`src/rtl/twm_pkg.sv`:
```
// ----------------------------------------------------------------------------
// twm_pkg
// Types and constants of the time window hit merger.
// ----------------------------------------------------------------------------
package twm_pkg;

  localparam int MaxHits  = 64;
  localparam int AddrW    = $clog2(MaxHits);
  localparam int CntW     = $clog2(MaxHits + 1);
  localparam int VolW     = 10;
  localparam int TimeW    = 31;
  localparam int EnW      = 24;
  localparam int SumW     = 30;
  localparam int WinW     = 20;
  localparam logic [WinW-1:0] WinReset = 20'd20000;

  typedef struct packed {
    logic [VolW-1:0]  vol;
    logic [TimeW-1:0] tim;
    logic [EnW-1:0]   en;
  } hit_t;

  typedef struct packed {
    logic             en;
    logic [AddrW-1:0] addr;
    hit_t             data;
  } ram_wr_t;

  typedef enum logic [1:0] {
    ST_LOAD,
    ST_FIND,
    ST_GROUP,
    ST_EMIT
  } state_t;

endpackage

```
`src/rtl/twm_hit_if.sv`:
```
// ----------------------------------------------------------------------------
// twm_hit_if
// Channel interfaces: input hits, merged results and configuration writes.
// ----------------------------------------------------------------------------
interface twm_hit_if;
  logic               valid;
  logic               ready;
  logic [9:0]         volume_id;
  logic signed [31:0] hit_time;
  logic [23:0]        energy;
  logic               last_hit;
  modport source (output valid, volume_id, hit_time, energy, last_hit, input ready);
  modport sink (input valid, volume_id, hit_time, energy, last_hit, output ready);
endinterface

interface twm_res_if;
  logic        valid;
  logic        ready;
  logic [9:0]  merged_volume;
  logic [30:0] merged_time;
  logic [29:0] merged_energy;
  logic        overflowed;
  logic        last_result;
  modport source (output valid, merged_volume, merged_time, merged_energy, overflowed,
                  last_result, input ready);
  modport sink (input valid, merged_volume, merged_time, merged_energy, overflowed,
                last_result, output ready);
endinterface

interface twm_cfg_if;
  logic        valid;
  logic        ready;
  logic [19:0] data;
  modport source (output valid, data, input ready);
  modport sink (input valid, data, output ready);
endinterface

```
`src/rtl/twm_hit_ram.sv`:
```
// ----------------------------------------------------------------------------
// twm_hit_ram
// Hit buffer: one write port, one read port with registered read data.
// ----------------------------------------------------------------------------
module twm_hit_ram
  import twm_pkg::*;
(
  input  logic             clk,
  input  ram_wr_t          wr,
  input  logic [AddrW-1:0] raddr,
  output hit_t             rdata
);

  hit_t mem [MaxHits];

  always_ff @(posedge clk) begin
    if (wr.en) begin
      mem[wr.addr] <= wr.data;
    end
    rdata <= mem[raddr];
  end

endmodule

```
`src/rtl/time_window_hit_merger.sv`:
```
// ----------------------------------------------------------------------------
// time_window_hit_merger
// Per-volume coincidence-window merging of detector hits.
// ----------------------------------------------------------------------------
// Hits arrive on in_bus, one beat per cycle while the block is loading. Hits
// with negative time are dropped; hits beyond 64 are dropped and flagged.
// A beat with last_hit starts the merge if a hit is stored; in_bus.ready stays
// low until the last merged result has been taken on out_bus.
// Each merged result needs two sweeps of the hit buffer: one finds the
// earliest remaining hit (time, then volume), the other sums every remaining
// hit of that volume within cfg window of it. Both sweeps read the stored
// hits one after another through the single buffer read port.
// A result is held on out_bus until it is taken; a stalled receiver stalls
// the merge. cfg_bus writes the 20-bit merge window and is always ready; it
// must be written only while idle, which the block itself does not enforce.
// Synchronous reset clears the run state and sets the window to 20000 ps;
// the buffer contents are not cleared.
// ----------------------------------------------------------------------------
module time_window_hit_merger
  import twm_pkg::*;
(
  input  logic clk,
  input  logic rst_n,
  twm_hit_if.sink   in_bus,
  twm_res_if.source out_bus,
  twm_cfg_if.sink   cfg_bus
);

  state_t state_r, state_nxt;

  logic [WinW-1:0]    win_r;
  logic [CntW-1:0]    cnt_r, rem_r, gcnt_r;
  logic               ovf_r;
  logic [MaxHits-1:0] used_r;
  logic [CntW-1:0]    ptr_r;
  logic               rv_r;
  logic [AddrW-1:0]   ra_r;
  logic               best_v_r, last_r;
  logic [VolW-1:0]    best_vol_r;
  logic [TimeW-1:0]   best_time_r;
  logic [SumW-1:0]    sum_r;

  ram_wr_t wr;
  hit_t    rdata;

  logic            in_fire, keep, sweeping, issue, sweep_done, live, in_grp, better;
  logic [CntW-1:0] cnt_after, cnt_m1, rem_left;
  logic [TimeW-1:0] tdiff;

  twm_hit_ram u_ram (
    .clk   (clk),
    .wr    (wr),
    .raddr (ptr_r[AddrW-1:0]),
    .rdata (rdata)
  );

  assign in_fire   = in_bus.valid && in_bus.ready;
  assign keep      = !in_bus.hit_time[31] && (cnt_r != CntW'(MaxHits));
  assign cnt_after = cnt_r + CntW'(keep);
  assign cnt_m1    = cnt_r - CntW'(1);
  assign issue     = sweeping && (ptr_r < cnt_r);
  assign sweep_done = rv_r && ({1'b0, ra_r} == cnt_m1);
  assign live      = rv_r && !used_r[ra_r];
  assign better    = !best_v_r || ({rdata.tim, rdata.vol} < {best_time_r, best_vol_r});
  assign tdiff     = rdata.tim - best_time_r;
  assign in_grp    = live && (rdata.vol == best_vol_r) && (tdiff <= TimeW'(win_r));
  assign rem_left  = rem_r - gcnt_r;

  always_comb begin
    wr.en   = in_fire && keep;
    wr.addr = cnt_r[AddrW-1:0];
    wr.data = '{vol: in_bus.volume_id, tim: in_bus.hit_time[TimeW-1:0],
                en: in_bus.energy};
  end

  // Next state.
  always_comb begin
    state_nxt = state_r;
    unique case (state_r)
      ST_LOAD: begin
        if (in_fire && in_bus.last_hit && (cnt_after != '0)) state_nxt = ST_FIND;
      end
      ST_FIND: begin
        if (sweep_done) state_nxt = ST_GROUP;
      end
      ST_GROUP: begin
        if (sweep_done) state_nxt = ST_EMIT;
      end
      ST_EMIT: begin
        if (out_bus.ready) state_nxt = last_r ? ST_LOAD : ST_FIND;
      end
      default: state_nxt = ST_LOAD;
    endcase
  end

  // Outputs.
  always_comb begin
    in_bus.ready  = (state_r == ST_LOAD);
    out_bus.valid = (state_r == ST_EMIT);
    sweeping      = (state_r == ST_FIND) || (state_r == ST_GROUP);
    cfg_bus.ready = 1'b1;
    out_bus.merged_volume = best_vol_r;
    out_bus.merged_time   = best_time_r;
    out_bus.merged_energy = sum_r;
    out_bus.overflowed    = ovf_r;
    out_bus.last_result   = last_r;
  end

  always_ff @(posedge clk) begin
    if (!rst_n) begin
      state_r  <= ST_LOAD;
      win_r    <= WinReset;
      cnt_r    <= '0;
      ovf_r    <= 1'b0;
      rv_r     <= 1'b0;
      ptr_r    <= '0;
      best_v_r <= 1'b0;
    end else begin
      state_r <= state_nxt;
      if (cfg_bus.valid) win_r <= cfg_bus.data;
      rv_r <= issue;
      ra_r <= ptr_r[AddrW-1:0];
      if (issue) ptr_r <= ptr_r + CntW'(1);

      unique case (state_r)
        ST_LOAD: begin
          if (in_fire) begin
            cnt_r <= cnt_after;
            if (!in_bus.hit_time[31] && !keep) ovf_r <= 1'b1;
            if (in_bus.last_hit) begin
              if (cnt_after == '0) ovf_r <= 1'b0;
              used_r   <= '0;
              rem_r    <= cnt_after;
              ptr_r    <= '0;
              best_v_r <= 1'b0;
            end
          end
        end
        ST_FIND: begin
          if (live && better) begin
            best_v_r    <= 1'b1;
            best_vol_r  <= rdata.vol;
            best_time_r <= rdata.tim;
          end
          if (sweep_done) begin
            ptr_r  <= '0;
            sum_r  <= '0;
            gcnt_r <= '0;
          end
        end
        ST_GROUP: begin
          // Sum and retire every remaining hit of the group.
          if (in_grp) begin
            sum_r  <= sum_r + SumW'(rdata.en);
            gcnt_r <= gcnt_r + CntW'(1);
            used_r[ra_r] <= 1'b1;
          end
          if (sweep_done) last_r <= ((rem_r - gcnt_r - CntW'(in_grp)) == '0);
        end
        ST_EMIT: begin
          if (out_bus.ready) begin
            rem_r    <= rem_left;
            best_v_r <= 1'b0;
            ptr_r    <= '0;
            if (last_r) begin
              cnt_r <= '0;
              ovf_r <= 1'b0;
            end
          end
        end
        default: ;
      endcase
    end
  end

endmodule

```
`src/flat_wrapper.sv`:
```
// flat-port wrapper written by rule: the top's interface ports become plain ports
module time_window_hit_merger_flat import twm_pkg::*;
  (clk, rst_n, in_bus_valid, in_bus_volume_id, in_bus_hit_time, in_bus_energy, in_bus_last_hit, in_bus_ready, out_bus_valid, out_bus_merged_volume, out_bus_merged_time, out_bus_merged_energy, out_bus_overflowed, out_bus_last_result, out_bus_ready, cfg_bus_valid, cfg_bus_data, cfg_bus_ready);
  twm_hit_if in_bus_i ();
  twm_res_if out_bus_i ();
  twm_cfg_if cfg_bus_i ();
  input  logic clk;
  input  logic rst_n;
  input wire logic [$bits(in_bus_i.valid)-1:0] in_bus_valid;
  input wire logic [$bits(in_bus_i.volume_id)-1:0] in_bus_volume_id;
  input wire logic [$bits(in_bus_i.hit_time)-1:0] in_bus_hit_time;
  input wire logic [$bits(in_bus_i.energy)-1:0] in_bus_energy;
  input wire logic [$bits(in_bus_i.last_hit)-1:0] in_bus_last_hit;
  output wire logic [$bits(in_bus_i.ready)-1:0] in_bus_ready;
  output wire logic [$bits(out_bus_i.valid)-1:0] out_bus_valid;
  output wire logic [$bits(out_bus_i.merged_volume)-1:0] out_bus_merged_volume;
  output wire logic [$bits(out_bus_i.merged_time)-1:0] out_bus_merged_time;
  output wire logic [$bits(out_bus_i.merged_energy)-1:0] out_bus_merged_energy;
  output wire logic [$bits(out_bus_i.overflowed)-1:0] out_bus_overflowed;
  output wire logic [$bits(out_bus_i.last_result)-1:0] out_bus_last_result;
  input wire logic [$bits(out_bus_i.ready)-1:0] out_bus_ready;
  input wire logic [$bits(cfg_bus_i.valid)-1:0] cfg_bus_valid;
  input wire logic [$bits(cfg_bus_i.data)-1:0] cfg_bus_data;
  output wire logic [$bits(cfg_bus_i.ready)-1:0] cfg_bus_ready;
  assign in_bus_i.valid = in_bus_valid;
  assign in_bus_i.volume_id = in_bus_volume_id;
  assign in_bus_i.hit_time = in_bus_hit_time;
  assign in_bus_i.energy = in_bus_energy;
  assign in_bus_i.last_hit = in_bus_last_hit;
  assign in_bus_ready = in_bus_i.ready;
  assign out_bus_valid = out_bus_i.valid;
  assign out_bus_merged_volume = out_bus_i.merged_volume;
  assign out_bus_merged_time = out_bus_i.merged_time;
  assign out_bus_merged_energy = out_bus_i.merged_energy;
  assign out_bus_overflowed = out_bus_i.overflowed;
  assign out_bus_last_result = out_bus_i.last_result;
  assign out_bus_i.ready = out_bus_ready;
  assign cfg_bus_i.valid = cfg_bus_valid;
  assign cfg_bus_i.data = cfg_bus_data;
  assign cfg_bus_ready = cfg_bus_i.ready;
  time_window_hit_merger u_core (.clk(clk), .rst_n(rst_n), .in_bus(in_bus_i), .out_bus(out_bus_i), .cfg_bus(cfg_bus_i));
endmodule
```
`config.mk`:
```
export PLATFORM = sky130hd
export DESIGN_NAME = time_window_hit_merger_flat
export DESIGN_NICKNAME = d
export VERILOG_FILES = /design/src/rtl/twm_pkg.sv /design/src/rtl/twm_hit_if.sv /design/src/rtl/twm_hit_ram.sv /design/src/rtl/time_window_hit_merger.sv /design/src/flat_wrapper.sv
export SDC_FILE = /design/constraint.sdc
export NUM_CORES = 2
export LEC_CHECK = 0
export BUFFER_PORTS_ARGS = -buffer_cell sky130_fd_sc_hd__buf_2
export CORE_AREA = 2 2 562 564
export CTS_CLUSTER_DIAMETER = 50
export CTS_CLUSTER_SIZE = 16
export DETAILED_ROUTE_END_ITERATION = 12
export DIE_AREA = 0 0 564 566
export PLACE_DENSITY_LB_ADDON = 0.08
export SLEW_MARGIN = 30
export SYNTH_ARGS = -nofsm -noshare
export SYNTH_HDL_FRONTEND = slang
export SYNTH_MEMORY_MAX_BITS = 65536
export SYNTH_SLANG_ARGS = --single-unit
export TNS_END_PERCENT = 20
```
`constraint.sdc`:
```
create_clock -name clk -period 5.96 [get_ports clk]
set_input_delay 0.298 -clock clk [delete_from_list [all_inputs] [get_ports clk]]
set_output_delay 0.298 -clock clk [all_outputs]
set_load 0.02 [all_outputs]
```
Yosys cells after proc, flatten, opt, wreduce, memory -nomap -nowiden
Memories as Yosys holds them, arrays and structs flattened. A register that Yosys moved wholly into a read port is not among the register bits.
Cells that the tools add are included.

storage, ports and cells
  flip-flop bits (word level) = 195
  latch bits = 0
  memory bits (writable) = 4,160
  ROM bits = 0
  input bits = 92
  output and inout bits = 76
  logic and storage cells = 128
  memories = 1

memories
  memory            words  bits a word  rd ports  clocked after memory_dff  write ports  RTL line           source
  u_core.u_ram.mem  64     65           1         1                         1            twm_hit_ram.sv:14  hit_t mem [MaxHits];

cells by class
  add/subtract/negate cells = 8
  multipliers = 0
  divide/modulo/power cells = 0
  $lt $le $gt $ge = 5
  eq/ne operators = 15
  shifts and indexed selects = 0
  muxes and demuxes = 48
  bitwise gates (word level) = 1
  reductions and logical operators = 35

operator list
  kind                                                   count
  2-to-1 mux 64 bit                                      3
  one-hot mux 64 bit (2 select lines)                    1
  2-to-1 mux 7 bit                                       13
  OR 64 bit                                              1
  2-to-1 mux 30 bit                                      2
  one-hot mux 30 bit (2 select lines)                    1
  one-hot mux 7 bit (2 select lines)                     3
  less-than comparator 41 bit                            1
  <= comparator 31 x 20 -> 1 bit                         1
  subtractor 31 bit                                      1
  adder 30 x 24 -> 30 bit                                1
  one-hot mux 7 bit (3 select lines)                     1
  2-to-1 mux 1 bit                                       15
  AND reduction 5 bit                                    3
  adder 7 x 1 -> 7 bit, second input constant            2
  logical NOT 7 bit                                      2
  logical AND 1 bit                                      13
  AND reduction 4 bit                                    3
  equality test 10 bit                                   1
  inequality test 2 x 1 -> 1 bit, second input constant  5
  2-to-1 mux 2 bit                                       4
  inequality test 2 bit, second input constant           4
  one-hot mux 2 bit (4 select lines)                     1
  adder 7 x 1 -> 7 bit                                   1
  21 further kinds                                       29

Logic depth before layout (Yosys ltp)
  depth in word-level cells = 9
  mapped depth = 24
  mapped depth without buffers = 24

By module
From an unflattened synthesis, not the netlist that was laid out.

second synthesis, totals
  cells, all modules = 7,955
  area total of the unflattened synthesis = 171,390.6 um^2

modules (own cells, without submodules)
  module                  times used  cells each  area each (um^2)  seq. area each (um^2)
  twm_hit_ram             1           6,606       158,330.6         126,221.1
  time_window_hit_merger  1           1,349       13,060.0          5,465.2

Least setup slack after synthesis
OpenSTA, ideal clock, no wires.

  kind = register -> register
  from = reg u_core.best_time_r[0] (netlist: u_core.out_bus.merged_time[0])
  to = reg u_core.used_r[0] (enable)
  setup time = 0.475 ns
  arrival time = 6.207 ns
  setup slack = -0.722 ns
  stages on the path, launching flop included = 21
  path buffers = 0
  cell sequence = edfxtp_1 -> ha_1 -> fa_1 -> nor2b_1 -> o2111ai_1 -> a21oi_1 -> nor2b_1 -> o21ai_0 -> a21oi_1 -> o21bai_1 -> a21oi_1 -> xnor2_1 -> ha_1 -> a21oi_1 -> nor2b_1 -> o21ai_0 -> nand2b_1 -> a21oi_1 -> a21oi_1 -> o41ai_2 -> nor3b_2

on the way
  longest elaborated chain between the ends = 5

RTL lines
  element                                   RTL line                       source
  from (decl)                               time_window_hit_merger.sv:40   logic [TimeW-1:0] best_time_r;
  from (signal assigned)                    time_window_hit_merger.sv:143  best_time_r <= rdata.tim;
  subtractor 31 bit                         time_window_hit_merger.sv:65   assign tdiff = rdata.tim - best_time_r;
  <= comparator 31 x 20 -> 1 bit            time_window_hit_merger.sv:66   assign in_grp = live && (rdata.vol == best_vol_r) && (tdiff <= TimeW'(win_r));
  logical AND 1 bit                         time_window_hit_merger.sv:66
  inequality test 2 x 1 -> 1 bit (no line)  n/a
  AND reduction 5 bit (no line)             n/a
  to (signal assigned)                      time_window_hit_merger.sv:132  used_r <= '0;
  to (signal, indexed assignment)           time_window_hit_merger.sv:156  used_r[ra_r] <= 1'b1;
  to (decl)                                 time_window_hit_merger.sv:34   logic [MaxHits-1:0] used_r;

Every way passes these cells.
A chain may end at the register's enable or synchronous reset.

Worst setup path in the final report
  from = reg u_core.best_time_r[0] (netlist: u_core.out_bus.merged_time[0])
  to = reg u_core.sum_r[20] (netlist: u_core.out_bus.merged_energy[20]) (enable)

on the way
  longest elaborated chain between the ends = 5

RTL lines
  element                                   RTL line                       source
  subtractor 31 bit                         time_window_hit_merger.sv:65
  <= comparator 31 x 20 -> 1 bit            time_window_hit_merger.sv:66
  logical AND 1 bit                         time_window_hit_merger.sv:66
  inequality test 2 x 1 -> 1 bit (no line)  n/a
  AND reduction 4 bit (no line)             n/a
  to (signal assigned)                      time_window_hit_merger.sv:154  sum_r <= sum_r + SumW'(rdata.en);
  to (decl)                                 time_window_hit_merger.sv:41   logic [SumW-1:0] sum_r;

Every way passes these cells.

==> results.toml <==
[global_routing]
grt_pass1_wl_mm = 648.7
grt_pass1_vias = 82110
grt_max_degree = 116
gr-total-overflow = 0
antenna_found_initial = 36
track_usage = 0.2930

[floorplanning]
start_util = 0.5471
io_pins = 168
coreArea_um2 = 313400
core.rowCount = 206
fp.dieH_um = 566
dieArea_um2 = 319200
die_w_um = 564

[timing]
relSlewSlack = 0.2790
tns_ns = 0
finalCriticalPeriod_ns = 5.413
hold_viol = 0
max_clock_freq_mhz = 184.8
rsz0062_at_grt = "no"
setup_viol = 0
worst_pin_slew_ns = 1.082
period_share = 0.9081
final-max-slew-violation-count = 0
whs_ns = 0.3843
fin_skew_ns = 0.05957
fin_ws_ns = 0.5475

[routing]
wl_met2_mm = 227.4
met1_length_mm = 186.7
avgViaCountPerCell = 6.707
drcViolationCount = 0
vias = 83710
postRouteAntennaNets = 0
wl_per_cell_um = 37.39
detail_route.iter0.violations = 11850
routed_wl_mm = 466.7
top_layer = "met5"
dr.pass1.iters = 7
route.met3.wl_mm = 42.21

[clock_network]
post_cts_buffers = 0
clkTransAtPathRegs_ns = 0.07
cts-resized-gates = 0
clk_latency_ns = 1.00
root_buffer = "clkbuf_16"
cts_buffers = 431
cts_max_level = 5
cts_tree = "yes"
cts.sink_count = 4420
clockBufferDepth = 4

[yosys]
seq_area_frac_synth = 0.7679
synth_area_um2 = 171500
synth-seq-cells = 4420
synthFlopType = "edfxtp_1"
ys_async_sr_fraction = 0
synth_edf_count = 4316
syn_area_per_cell_um2 = 23.49
syn-instance-count = 7300
syn_nets = 7503
synthDistinctLibCells = 82
yosysWarnings = 0

[worst_setup_path]
path_max_fanout = 30
critPathRequiredTime_ns = 6.62
rrSetupSlack_ns = 0.55
r2r-end = "u_core.out_bus.merged_energy[20]$_SDFFCE_PN0P_"
regToRegStartpoint = "u_core.out_bus.merged_time[0]$_DFFE_PP_"
end_kind = "flip-flop"
path_class = "flip-flop to flip-flop"
startpoint_type = "flip-flop"
critPathLaunch = "u_core.out_bus.merged_time[0]$_DFFE_PP_"
worstPathArrival_ns = 6.07
reg2regPathDepth = 22
crit_end = "u_core.out_bus.merged_energy[20]$_SDFFCE_PN0P_"

[hold_path]
min_path_type = "primary input to flip-flop"

[finish]
final_common_cell = "edfxtp_1"
syn_to_final_growth_pct = 14.57
final.fill_count = 20980
drive_gt1_frac = 0.3172
final_util = 0.6269
final_cell_mix = "4316 x edfxtp_1, 1372 x mux4_2, 436 x clkbuf_16"
layout.nets = 8122

[pwr]
p_per_area_nw_per_um2 = 343.9
p_total_mw = 67.57
sw_frac_of_total = 0.2287
power.internal_mw = 52.12
power.share.clock = 0.416
switching_power_mw = 15.45
vdd_ir_drop_max_mv = 0.2854
p_seq_frac = 0.514
power.leakage_nw = 60.04
p_comb_frac = 0.070

[place]
dp.final_hpwl_mm = 243.0
gp_congestion = 0.8427
place_ws_ns = 0.6632
numPortBuffers = 166

[run_status]
status = "finished clean"

[run]
cap_violations = 0
-- worst min path at each step --
stage / depth (start not counted) / start / end / slack, ns
final: 2 / in_bus_hit_time[10] / u_core.u_ram.mem[53][34]$_DFFE_PP_ / 0.38
after CTS: 1 / in_bus_hit_time[1] / u_core.u_ram.mem[20][25]$_DFFE_PP_ / 0.0002
after floorplan: 0 / in_bus_energy[0] / u_core.u_ram.mem[0][0]$_DFFE_PP_ / 0.40
after detailed placement: 0 / u_core.u_ram.rdata[54]$_DFF_P_ / u_core.out_bus.merged_time[30]$_DFFE_PP_ / 0.42
after global placement: 0 / u_core.u_ram.rdata[30]$_DFF_P_ / u_core.out_bus.merged_time[6]$_DFFE_PP_ / 0.42
after global routing: 2 / rst_n / u_core.ra_r[3]$_DFFE_PP_ / 0.36
-- cell type report --
type / instances / area, µm² / share of cell area
antenna: 37 / 92.59 / 0.0004712
clock buffer: 479 / 11150 / 0.05676
sequential: 4420 / 131700 / 0.6703
timing repair buffer: 547 / 5803 / 0.02954
multi-input combinational: 2420 / 38560 / 0.1963
tap: 4160 / 5205 / 0.02649
inverter: 99 / 371.6 / 0.001891
clock inverter: 320 / 3583 / 0.01824
-- kinds of logic (layout without fill, tap and decap cells) --
kind of cell / after synthesis / in the layout / share of synthesized area
other cells: 1 / 38 / 0.00002187
mux: 1407 / 1407 / 0.1830
compound gates: 330 / 330 / 0.01257
simple gates: 500 / 500 / 0.01438
flops: 4420 / 4420 / 0.7679
fa+ha+maj: 111 / 111 / 0.008230
buf+inv: 460 / 1445 / 0.01027
xor+xnor: 71 / 71 / 0.003626
-- layer usage --
metal,up-vias,GRT usage
met5,-,0
met4,18,0.06106
met3,619,0.05066
met2,4261,0.4638
met1,46180,0.4359
li1,32640,-
-- state kept, by name (all words and copies together), names as in the netlist --
register,cells
u_core.u_ram.mem,4160
u_core.u_ram.rdata,65
u_core.used_r,64
u_core.out_bus.merged_time,31
u_core.out_bus.merged_energy,30
u_core.win_r,20
u_core.out_bus.merged_volume,10
u_core.cnt_r,7
u_core.gcnt_r,7
u_core.ptr_r,7
u_core.rem_r,7
u_core.ra_r,6
u_core.state_r,2
u_core.best_v_r,1
u_core.out_bus.last_result,1
u_core.out_bus.overflowed,1
u_core.rv_r,1
-- cell usage after synthesis (42+ instances only) --
| library cell | number | area, µm² |
|---|---|---|
| ha_1 | 108 | 1351 |
| edfxtp_1 | 4316 | 129600 |
| a21o_1 | 42 | 315.3 |
| xnor2_1 | 44 | 385.4 |
| clkbuf_1 | 264 | 991.0 |
| dfxtp_1 | 104 | 2082 |
| nor2_1 | 188 | 705.7 |
| nand2_1 | 76 | 285.3 |
| nor2b_1 | 52 | 325.3 |
| o21a_1 | 45 | 337.8 |
| o21ai_0 | 47 | 235.2 |
| buf_1 | 85 | 319.1 |
| mux4_2 | 1372 | 30900 |
| a21oi_1 | 103 | 515.5 |
| inv_1 | 98 | 367.9 |
-- critical path, stage by stage, from the launching register on --
cell and delay (ns):
edfxtp_1 0.42, ha_1 0.26, fa_1 0.40, nor2b_1 0.19, o2111ai_1 0.22, a21oi_1 0.22, nor2b_1 0.09, o21ai_0 0.43
a21oi_1 0.19, o21bai_1 0.18, a21oi_1 0.10, xnor2_1 0.18, ha_1 0.28, a21oi_1 0.16, nor2b_1 0.06, o21ai_0 0.15
nand2b_1 0.07, a21oi_1 0.15, a21oi_1 0.14, o41ai_2 0.36, buf_4 0.21, and4_2 0.35, buf_12 0.22
-- what timing repair did --
item / 4_1_cts / 5_1_grt
setup endpoints to repair: 0 / 0
hold endpoints to repair: 439 / 3392
hold buffers: 65 / 53
-- metrics by stage --
stage,std cells,area (µm²)
finish,12480,196500
global route,12450,196400
CTS,12390,195600
detailed placement,11530,180300
global placement,11520,179900
floorplan,7300,171500
-- power groups by stage --
stage | registers (mW) | clock network [mW] | logic, mW
2_1_floorplan | 35.4 | 0 | 3.01
3_3_place_gp | 35.4 | 0 | 4.56
3_5_place_dp | 35.4 | 0 | 4.63
4_1_cts | 34.8 | 28.5 | 4.69
5_1_grt | 34.8 | 29.7 | 5.10
6_report | 34.8 | 28.1 | 4.72
No activity file was read; power rests on OpenSTA's default activity.
